===== src/hw/rtl/lat_pkg.sv =====
`timescale 1ns / 1ps
`default_nettype none

package lat_pkg;

   localparam int ADDR_W    = 48;
   localparam int TIME_W    = 32;
   localparam int SLOT_W    = 4;
   localparam int CNT_OUT_W = 5;

   localparam logic MODE_ACCESS = 1'b0;
   localparam logic MODE_REMOVE = 1'b1;

   typedef struct packed {
      logic              mode;
      logic [ADDR_W-1:0] station_addr;
      logic [TIME_W-1:0] now_ms;
   } req_type;

   typedef struct packed {
      logic                 hit;
      logic                 inserted;
      logic                 evicted;
      logic [ADDR_W-1:0]    evicted_addr;
      logic                 removed;
      logic [SLOT_W-1:0]    slot;
      logic [CNT_OUT_W-1:0] entry_count;
   } rsp_type;

endpackage

`default_nettype wire


===== src/hw/rtl/lru_address_table_unit.sv =====
// LRU station address table.
// Request channel (req_valid / req_stall / req_word): one word per table operation,
// mode access (look up, refresh or insert) or remove. Response channel
// (rsp_valid / rsp_stall / rsp_word): exactly one word per request, in order.
// Addresses and time stamps sit in one synchronous RAM with a single read port;
// valid marks and the entry count are in flops.
// Each request walks the RAM once, one entry per cycle, collecting the first
// matching slot, the first free slot and the oldest valid entry, then does a
// single write-back. A request passes the scan, wait and update states on its
// way to the response register, and req_stall stays high until it is back in
// idle, so the next request is taken only after that; the RAM scan sets the pace.
// Reset (synchronous) clears all valid marks and the count at once; the RAM is
// not cleared and no sweep is needed, since invalid slots are never trusted.
// The result sits in an output register; while an earlier result is still held
// by rsp_stall, a done write-back waits in the update state; req_stall stays high.
`timescale 1ns / 1ps
`default_nettype none

module lru_address_table_unit #(
   parameter int ENTRIES = 16
) (
   input  wire logic             clock,
   input  wire logic             reset,
   input  wire logic             req_valid,
   output logic                  req_stall,
   input  wire lat_pkg::req_type req_word,
   output logic                  rsp_valid,
   input  wire logic             rsp_stall,
   output lat_pkg::rsp_type      rsp_word
);

   import lat_pkg::*;

   localparam int IDX_W   = $clog2(ENTRIES);
   localparam int COUNT_W = $clog2(ENTRIES + 1);
   localparam int WORD_W  = ADDR_W + TIME_W;

   typedef enum logic [3:0] {
      ST_IDLE   = 4'b0001,
      ST_SCAN   = 4'b0010,
      ST_WAIT   = 4'b0100,
      ST_UPDATE = 4'b1000
   } state_type;

   // table RAM: {address, last use}
   logic [WORD_W-1:0] table_mem [ENTRIES];

   state_type          state_ff, state_in;
   logic [IDX_W-1:0]   rd_ptr_ff, rd_ptr_in;
   logic               rd_pend_ff;
   logic [IDX_W-1:0]   rd_idx_ff;
   logic [WORD_W-1:0]  rd_data_ff;
   logic [ENTRIES-1:0] valid_ff, valid_in;
   logic [COUNT_W-1:0] count_ff, count_in;
   logic               rsp_valid_ff, rsp_valid_in;
   rsp_type            rsp_ff, rsp_in;
   req_type            req_ff;

   // scan accumulators
   logic               match_ff, match_in;
   logic [IDX_W-1:0]   match_idx_ff, match_idx_in;
   logic               free_ff, free_in;
   logic [IDX_W-1:0]   free_idx_ff, free_idx_in;
   logic               old_ff, old_in;
   logic [IDX_W-1:0]   old_idx_ff, old_idx_in;
   logic [TIME_W-1:0]  old_ts_ff, old_ts_in;
   logic [ADDR_W-1:0]  old_addr_ff, old_addr_in;

   logic               accept;
   logic               rd_en;
   logic               out_free;
   logic               commit;
   logic               wr_en;
   logic [IDX_W-1:0]   wr_idx;
   logic [ADDR_W-1:0]  rd_addr;
   logic [TIME_W-1:0]  rd_ts;
   logic               rd_valid;
   logic               full;
   logic [IDX_W-1:0]   slot_idx;
   logic [SLOT_W+IDX_W-1:0]     slot_ext;
   logic [CNT_OUT_W+COUNT_W-1:0] count_ext;

   assign accept    = req_valid && !req_stall;
   assign req_stall = (state_ff != ST_IDLE);
   assign rd_en     = (state_ff == ST_SCAN);
   assign out_free  = !rsp_valid_ff || !rsp_stall;
   assign commit    = (state_ff == ST_UPDATE) && out_free;
   assign full      = (count_ff == COUNT_W'(ENTRIES));

   assign rd_addr  = rd_data_ff[WORD_W-1:TIME_W];
   assign rd_ts    = rd_data_ff[TIME_W-1:0];
   assign rd_valid = valid_ff[rd_idx_ff];

   // sequencer
   always_comb begin
      state_in  = state_ff;
      rd_ptr_in = rd_ptr_ff;
      case (state_ff)
         ST_IDLE: begin
            rd_ptr_in = '0;
            if (accept) begin
               state_in = ST_SCAN;
            end
         end
         ST_SCAN: begin
            rd_ptr_in = rd_ptr_ff + 1'b1;
            if (rd_ptr_ff == IDX_W'(ENTRIES - 1)) begin
               state_in = ST_WAIT;
            end
         end
         ST_WAIT: begin
            state_in = ST_UPDATE;
         end
         ST_UPDATE: begin
            if (out_free) begin
               state_in = ST_IDLE;
            end
         end
         default: begin
            state_in = ST_IDLE;
         end
      endcase
   end

   // fold each returned entry into the accumulators
   always_comb begin
      match_in     = match_ff;
      match_idx_in = match_idx_ff;
      free_in      = free_ff;
      free_idx_in  = free_idx_ff;
      old_in       = old_ff;
      old_idx_in   = old_idx_ff;
      old_ts_in    = old_ts_ff;
      old_addr_in  = old_addr_ff;
      if (accept) begin
         match_in = 1'b0;
         free_in  = 1'b0;
         old_in   = 1'b0;
      end else if (rd_pend_ff) begin
         if (rd_valid && !match_ff && rd_addr == req_ff.station_addr) begin
            match_in     = 1'b1;
            match_idx_in = rd_idx_ff;
         end
         if (!rd_valid && !free_ff) begin
            free_in     = 1'b1;
            free_idx_in = rd_idx_ff;
         end
         // strict less keeps the lowest slot on ties
         if (rd_valid && (!old_ff || rd_ts < old_ts_ff)) begin
            old_in      = 1'b1;
            old_idx_in  = rd_idx_ff;
            old_ts_in   = rd_ts;
            old_addr_in = rd_addr;
         end
      end
   end

   // write-back decision
   always_comb begin
      valid_in = valid_ff;
      count_in = count_ff;
      wr_en    = 1'b0;
      wr_idx   = match_idx_ff;
      slot_idx = '0;
      rsp_in   = '0;
      if (req_ff.mode == MODE_ACCESS) begin
         if (match_ff) begin
            wr_en      = 1'b1;
            slot_idx   = match_idx_ff;
            rsp_in.hit = 1'b1;
         end else if (full) begin
            // evicted slot is the only free one afterwards
            wr_en               = 1'b1;
            wr_idx              = old_idx_ff;
            slot_idx            = old_idx_ff;
            rsp_in.inserted     = 1'b1;
            rsp_in.evicted      = old_ff;
            rsp_in.evicted_addr = old_addr_ff;
         end else begin
            wr_en            = 1'b1;
            wr_idx           = free_idx_ff;
            slot_idx         = free_idx_ff;
            valid_in[free_idx_ff] = 1'b1;
            count_in         = count_ff + 1'b1;
            rsp_in.inserted  = 1'b1;
         end
      end else if (match_ff) begin
         valid_in[match_idx_ff] = 1'b0;
         count_in               = count_ff - 1'b1;
         slot_idx               = match_idx_ff;
         rsp_in.removed         = 1'b1;
      end
      slot_ext           = {{SLOT_W{1'b0}}, slot_idx};
      count_ext          = {{CNT_OUT_W{1'b0}}, count_in};
      rsp_in.slot        = slot_ext[SLOT_W-1:0];
      rsp_in.entry_count = count_ext[CNT_OUT_W-1:0];
   end

   always_comb begin
      rsp_valid_in = rsp_valid_ff;
      if (commit) begin
         rsp_valid_in = 1'b1;
      end else if (!rsp_stall) begin
         rsp_valid_in = 1'b0;
      end
   end

   // RAM: one read, one write port
   always_ff @(posedge clock) begin
      if (rd_en) begin
         rd_data_ff <= table_mem[rd_ptr_ff];
      end
      if (commit && wr_en) begin
         table_mem[wr_idx] <= {req_ff.station_addr, req_ff.now_ms};
      end
   end

   always_ff @(posedge clock) begin
      if (reset) begin
         state_ff     <= ST_IDLE;
         rd_ptr_ff    <= '0;
         rd_pend_ff   <= 1'b0;
         valid_ff     <= '0;
         count_ff     <= '0;
         rsp_valid_ff <= 1'b0;
      end else begin
         state_ff     <= state_in;
         rd_ptr_ff    <= rd_ptr_in;
         rd_pend_ff   <= rd_en;
         rsp_valid_ff <= rsp_valid_in;
         if (commit) begin
            valid_ff <= valid_in;
            count_ff <= count_in;
         end
      end
   end

   always_ff @(posedge clock) begin
      rd_idx_ff    <= rd_ptr_ff;
      match_ff     <= match_in;
      match_idx_ff <= match_idx_in;
      free_ff      <= free_in;
      free_idx_ff  <= free_idx_in;
      old_ff       <= old_in;
      old_idx_ff   <= old_idx_in;
      old_ts_ff    <= old_ts_in;
      old_addr_ff  <= old_addr_in;
      if (accept) begin
         req_ff <= req_word;
      end
      if (commit) begin
         rsp_ff <= rsp_in;
      end
   end

   assign rsp_valid = rsp_valid_ff;
   assign rsp_word  = rsp_ff;

   // count tracks the valid marks
   a_count_marks: assert property (@(posedge clock) disable iff (reset)
      count_ff == COUNT_W'($countones(valid_ff)))
      else $error("entry count out of step with valid marks");

   a_count_range: assert property (@(posedge clock) disable iff (reset)
      count_ff <= COUNT_W'(ENTRIES))
      else $error("entry count above table size");

   a_one_outcome: assert property (@(posedge clock) disable iff (reset)
      rsp_valid_ff |-> $onehot0({rsp_ff.hit, rsp_ff.inserted, rsp_ff.removed}))
      else $error("more than one outcome in a response word");

   a_evict_insert: assert property (@(posedge clock) disable iff (reset)
      commit && rsp_in.evicted |-> rsp_in.inserted && full)
      else $error("eviction without a full table and insert");

   a_accept_scan: assert property (@(posedge clock) disable iff (reset)
      accept |=> state_ff == ST_SCAN)
      else $error("accepted word did not start a scan");

endmodule

`default_nettype wire


===== config.mk =====
export PLATFORM = sky130hd
export DESIGN_NAME = lru_address_table_unit
export DESIGN_NICKNAME = d
export VERILOG_FILES = /design/src/hw/rtl/lat_pkg.sv /design/src/hw/rtl/lru_address_table_unit.sv
export SDC_FILE = /design/constraint.sdc
export NUM_CORES = 2
export LEC_CHECK = 0
export BUFFER_PORTS_ARGS = -buffer_cell sky130_fd_sc_hd__buf_4
export CORE_MARGIN = 2
export CORE_UTILIZATION = 45
export CTS_CLUSTER_DIAMETER = 100
export DETAILED_ROUTE_END_ITERATION = 10
export SLEW_MARGIN = 20
export SYNTH_ARGS = -nofsm -noshare
export SYNTH_HDL_FRONTEND = slang
export SYNTH_SLANG_ARGS = --single-unit

===== constraint.sdc =====
create_clock -name clock -period 11.66 [get_ports clock]
set_input_delay 1.166 -clock clock [delete_from_list [all_inputs] [get_ports clock]]
set_output_delay 1.166 -clock clock [all_outputs]
set_load 0.01 [all_outputs]

==> impl_results.md <==
* Worst-margin pin slew at 1130 ps
* Post-Synthesis Mean Instance Area at 23.5 sq um
* Max-capacitance violation count at 0
* Initial standard-cell utilization of the core at 0.452
* Simple-Gate Fraction of Synth Area at 0.0193
* Count of buffers from port buffering at between 100 and 150
* Core area at roughly 140000 sq um
* Antenna-violating nets left at 0
* Overall global routing resource usage at 0.209
* Final RePlAce weighted congestion at slightly below 0.9
* Top cell type by total area after synthesis: sky130_fd_sc_hd__edfxtp_1
* Largest buffer count on any clock path at 3
* CP required at about 12000 ps
* Hold path cells at 0
* Part of the Yosys area used for sequential elements at 0.796
* RSZ-0062 raised after global routing: no
* Min Clock Period, post-route at 4880 ps
* FF-to-FF Start: req_ff[80]$_DFFE_PP_
* CTS tree: yes
* Critical path's top delay family: buffers and inverters
* Cell Chain, Critical Path: or2_1, inv_2, nor2_1, a21oi_1, nand2_1, nor2_4, buf_4, buf_4
* Worst Setup End Kind: register
* CTS Root Cell: sky130_fd_sc_hd__clkbuf_16
* Clock tree skew after final layout at 44.6 ps
* Post-synthesis compound-gate area fraction at 0.0102
* Placed insts at ~4500
* Finish-stage setup viols at 0
* Quantity of gates resized following cts at 0
* Largest net degree at the start of global routing at roughly 120
* Result of the run: finished, final reports clean
* Routed wire per std cell at around 30 um
* Worst-case register-to-register setup slack at around 6800 ps
* Worst rel slew slack at 0.247
* Final instance count without filler cells at ~4800
* Fill cell total of the finished layout at around 10000
* Vertical die dimension at ~370 um
* Number of buffers added for setup after CTS at 0
* Area share of the largest cell type after synthesis at 0.784
* Number of instances in the synthesized netlist at around 2600
* Aggregate global routing overflow at 0
* Number of pins with negative max-slew slack in the final report at 0
* Ys async rst share at 0
* Power per unit of standard cell area at about 190 nW/um^2
* Number of sinks handled by clock tree synthesis at between 1500 and 2000
* Number of global-route vias before repair at between 20000 and 30000
* Fin Setup TNS at 0 ps
* Kind of critical path: register to register
* Clock insertion delay at the later pin of the skew report at slightly above 800 ps
* Detailed Route WL at roughly 140000 um
* Main area contributors after synthesis: sky130_fd_sc_hd__edfxtp_1 (78%), sky130_fd_sc_hd__mux4_2 (15%), sky130_fd_sc_hd__dfxtp_1 (1.2%)
* Number of flops mapped to enable cells by yosys at approximately 1600
* Die width at around 370 um
* CTS Buf Count at approximately 170
* Iteration count of the initial detailed-routing pass at 7
* Cell count of the worst reg-to-reg path at 8
* Dominant combinational cell family by area after synthesis: multiplexers
* Lkg Pwr at 22.0 nW
* Post-synthesis cell area at 61100 sq um
* Final Net Count at 2986
* # hold bufs at CTS at 0
* Number of synthesized register bits at between 1500 and 2000
* P&R area growth vs syn at 14.6%
* Final worst path period share at 0.418
* Number of distinct library cell variants in the gate-level netlist after synthesis at 60
* Total area of multi-input combinational cells at between 10000 and 15000 sq um
* Worst reg2reg path endpoint: table_mem[3][2]$_DFFE_PP_
* Top Ports at roughly 150
* Largest fanout on the critical path at 60
* Synth Area in XOR/XNOR at 0.00588
* DIE AREA at 139000 sq um
* Clock H-tree levels at 4
* Achievable Freq at between 0.2 and 0.25 GHz
* Portion of netlist area occupied by mux cells at 0.151
* Type of the most critical hold path: register to register
* Arrival time of the worst setup path at around 5300 ps
* Post-placement worst setup slack at between 6000 and 7000 ps
* Initial detailed-routing violation count at roughly 3100
* Number of buffer and inverter stages on the critical path at 3
* Routed vias at between 20000 and 30000
* Post-DP HPWL at 81600 um
* Core occupancy in the finished layout at 0.518
* Yosys warns at 0
* Net count after synthesis at about 2700
* Clock transition at the registers of the reported paths at approximately 60 ps
* Routed via count divided by cell count at ~5.8
* Min setup slack post-route at 6780 ps
* Top FF cell, synth: sky130_fd_sc_hd__edfxtp_1
* First-pass GRT wire length at 206000 um
* Share of cells above drive strength 1 at 0.295
* Site row count at roughly 140
* Fin. Hold Viols at 0
* Crit path launch type: register
* Hold worst-path end: old_ts_ff[0]$_DFFE_PP_
* Number of antenna violations at the first check in global routing at 5
* Hold_sp: rd_data_ff[0]$_DFFE_PP_
* Residual DRC at 0
* Max stage delay cell, worst path: sky130_fd_sc_hd__nor2_4
* Post-Synth Adder-Cell Area at 0.00697
* Max VDD drop at approximately 0.13 mV
* CP Depth at 8
* Crit-path most repeated cell: sky130_fd_sc_hd__buf_4
* Max stage delay on crit path at about 750 ps
* Sequential cell area at roughly 50000 sq um
==> cell usage after synthesis, types with 2 or more instances <==
master / n
sky130_fd_sc_hd__edfxtp_1: 1594
sky130_fd_sc_hd__mux4_2: 405
sky130_fd_sc_hd__clkbuf_1: 69
sky130_fd_sc_hd__and3_1: 53
sky130_fd_sc_hd__nor2_1: 53
sky130_fd_sc_hd__inv_1: 50
sky130_fd_sc_hd__dfxtp_1: 38
sky130_fd_sc_hd__ha_1: 34
sky130_fd_sc_hd__a21oi_1: 33
sky130_fd_sc_hd__buf_2: 29
sky130_fd_sc_hd__xor2_1: 26
sky130_fd_sc_hd__nand2_1: 25
sky130_fd_sc_hd__nor3_1: 16
sky130_fd_sc_hd__xnor2_1: 15
sky130_fd_sc_hd__a211oi_1: 12
sky130_fd_sc_hd__nand3_1: 12
sky130_fd_sc_hd__o21ai_0: 12
sky130_fd_sc_hd__nand4_1: 11
sky130_fd_sc_hd__a21o_1: 10
sky130_fd_sc_hd__buf_1: 10
sky130_fd_sc_hd__nor4_1: 9
sky130_fd_sc_hd__nand2b_1: 7
sky130_fd_sc_hd__nor2b_1: 7
sky130_fd_sc_hd__mux2i_1: 5
sky130_fd_sc_hd__a31oi_1: 4
sky130_fd_sc_hd__nand3b_1: 4
sky130_fd_sc_hd__o22ai_1: 4
sky130_fd_sc_hd__a211o_1: 3
sky130_fd_sc_hd__inv_2: 3
sky130_fd_sc_hd__nor3b_1: 3
sky130_fd_sc_hd__nor4b_1: 3
sky130_fd_sc_hd__a32oi_1: 2
sky130_fd_sc_hd__a41oi_1: 2
sky130_fd_sc_hd__and2_1: 2
sky130_fd_sc_hd__and4_1: 2
sky130_fd_sc_hd__mux2_2: 2
sky130_fd_sc_hd__o21a_1: 2
sky130_fd_sc_hd__o221ai_1: 2
==> state kept, by name, summed over array words and instances (netlist names), 5 cells and up <==
name and count:
old_ts_ff 32, valid_ff 16, req_ff 81, count_ff 5, rd_data_ff 80, rsp_word 61, old_addr_ff 48, table_mem 1280
==> through the flow <==
stage	power [mW]	instance area, sq um	hold slack (ps)
finish	13.0	70000	453
global route	13.4	70000	473
CTS	13.1	70000	456
detailed placement	7.86	64600	445
global placement	7.83	64600	439
floorplan	7.46	61100	344
==> logic make-up after synthesis <==
family / after synthesis
buffers and inverters: 162
multiplexers: 412
AO/OA/AOI/OAI: 97
AND/OR/NAND/NOR: 217
adder cells (fa/ha/maj): 34
flip-flops: 1632
XOR/XNOR: 41
==> per-layer routing <==
metal | track usage | vias to the layer above | part of all wire
met5 | 0 | - | 0
met4 | 0.0542 | 0 | 0.020
met3 | 0.0315 | 185 | 0.061
met2 | 0.341 | 1055 | 0.50
met1 | 0.296 | 15153 | 0.42
li1 | - | 11548 | -
==> cells in the final DEF (no fill, tap or decap), types with 5 or more instances in the layout <==
master,netlist,final
sky130_fd_sc_hd__nor3_1,16,16
sky130_fd_sc_hd__a211oi_1,12,11
sky130_fd_sc_hd__nor2b_1,7,7
sky130_fd_sc_hd__clkinv_1,0,38
sky130_fd_sc_hd__clkinvlp_4,0,5
sky130_fd_sc_hd__dfxtp_1,38,34
sky130_fd_sc_hd__nor4_1,9,9
sky130_fd_sc_hd__nand2b_1,7,7
sky130_fd_sc_hd__nand3_1,12,12
sky130_fd_sc_hd__bufinv_16,0,15
sky130_fd_sc_hd__clkbuf_16,0,169
sky130_fd_sc_hd__clkbuf_1,69,29
sky130_fd_sc_hd__buf_4,0,208
sky130_fd_sc_hd__mux2i_1,5,5
sky130_fd_sc_hd__and3_1,53,53
sky130_fd_sc_hd__xor2_1,26,26
sky130_fd_sc_hd__nand2_1,25,25
sky130_fd_sc_hd__nor2_1,53,37
sky130_fd_sc_hd__inv_1,50,49
sky130_fd_sc_hd__nor2_4,0,16
sky130_fd_sc_hd__mux4_2,405,405
sky130_fd_sc_hd__a21oi_1,33,33
sky130_fd_sc_hd__nand4_1,11,11
sky130_fd_sc_hd__o21ai_0,12,12
sky130_fd_sc_hd__xnor2_1,15,15
sky130_fd_sc_hd__edfxtp_1,1594,1594
sky130_fd_sc_hd__inv_6,0,8
sky130_fd_sc_hd__ha_1,34,34
sky130_fd_sc_hd__a21o_1,10,10
sky130_fd_sc_hd__clkinv_2,0,31
==> where the power goes <==
part / internal [mW] / switching [mW] / total, mW
Clock: 3.01 / 2.22 / 5.23
Combinational: 0.272 / 0.399 / 0.671
Sequential: 6.77 / 0.285 / 7.06
Total: 10.1 / 2.90 / 13.0
==> area by class of cell <==
class                           instances  area share
Antenna cell                            1   0.0000358
Clock buffer                          199      0.0622
Clock inverter                        104      0.0144
Inverter                               53     0.00293
Multi-Input combinational cell        801       0.170
Sequential cell                      1632       0.695
Tap cell                             1781      0.0318
Timing Repair Buffer                  212      0.0235
==> worst max-delay path by stage <==
stage	from	to	slack, ps
floorplan	req_valid	old_addr_ff[0]$_DFFE_PP_	3310
global placement	req_ff[80]$_DFFE_PP_	table_mem[2][64]$_DFFE_PP_	6870
detailed placement	rsp_stall	table_mem[9][66]$_DFFE_PP_	6780
CTS	req_ff[80]$_DFFE_PP_	table_mem[10][5]$_DFFE_PP_	6750
global route	req_ff[80]$_DFFE_PP_	table_mem[3][2]$_DFFE_PP_	6440
finish	req_ff[80]$_DFFE_PP_	table_mem[3][2]$_DFFE_PP_	6780
(Power assumes the default switching activity.)
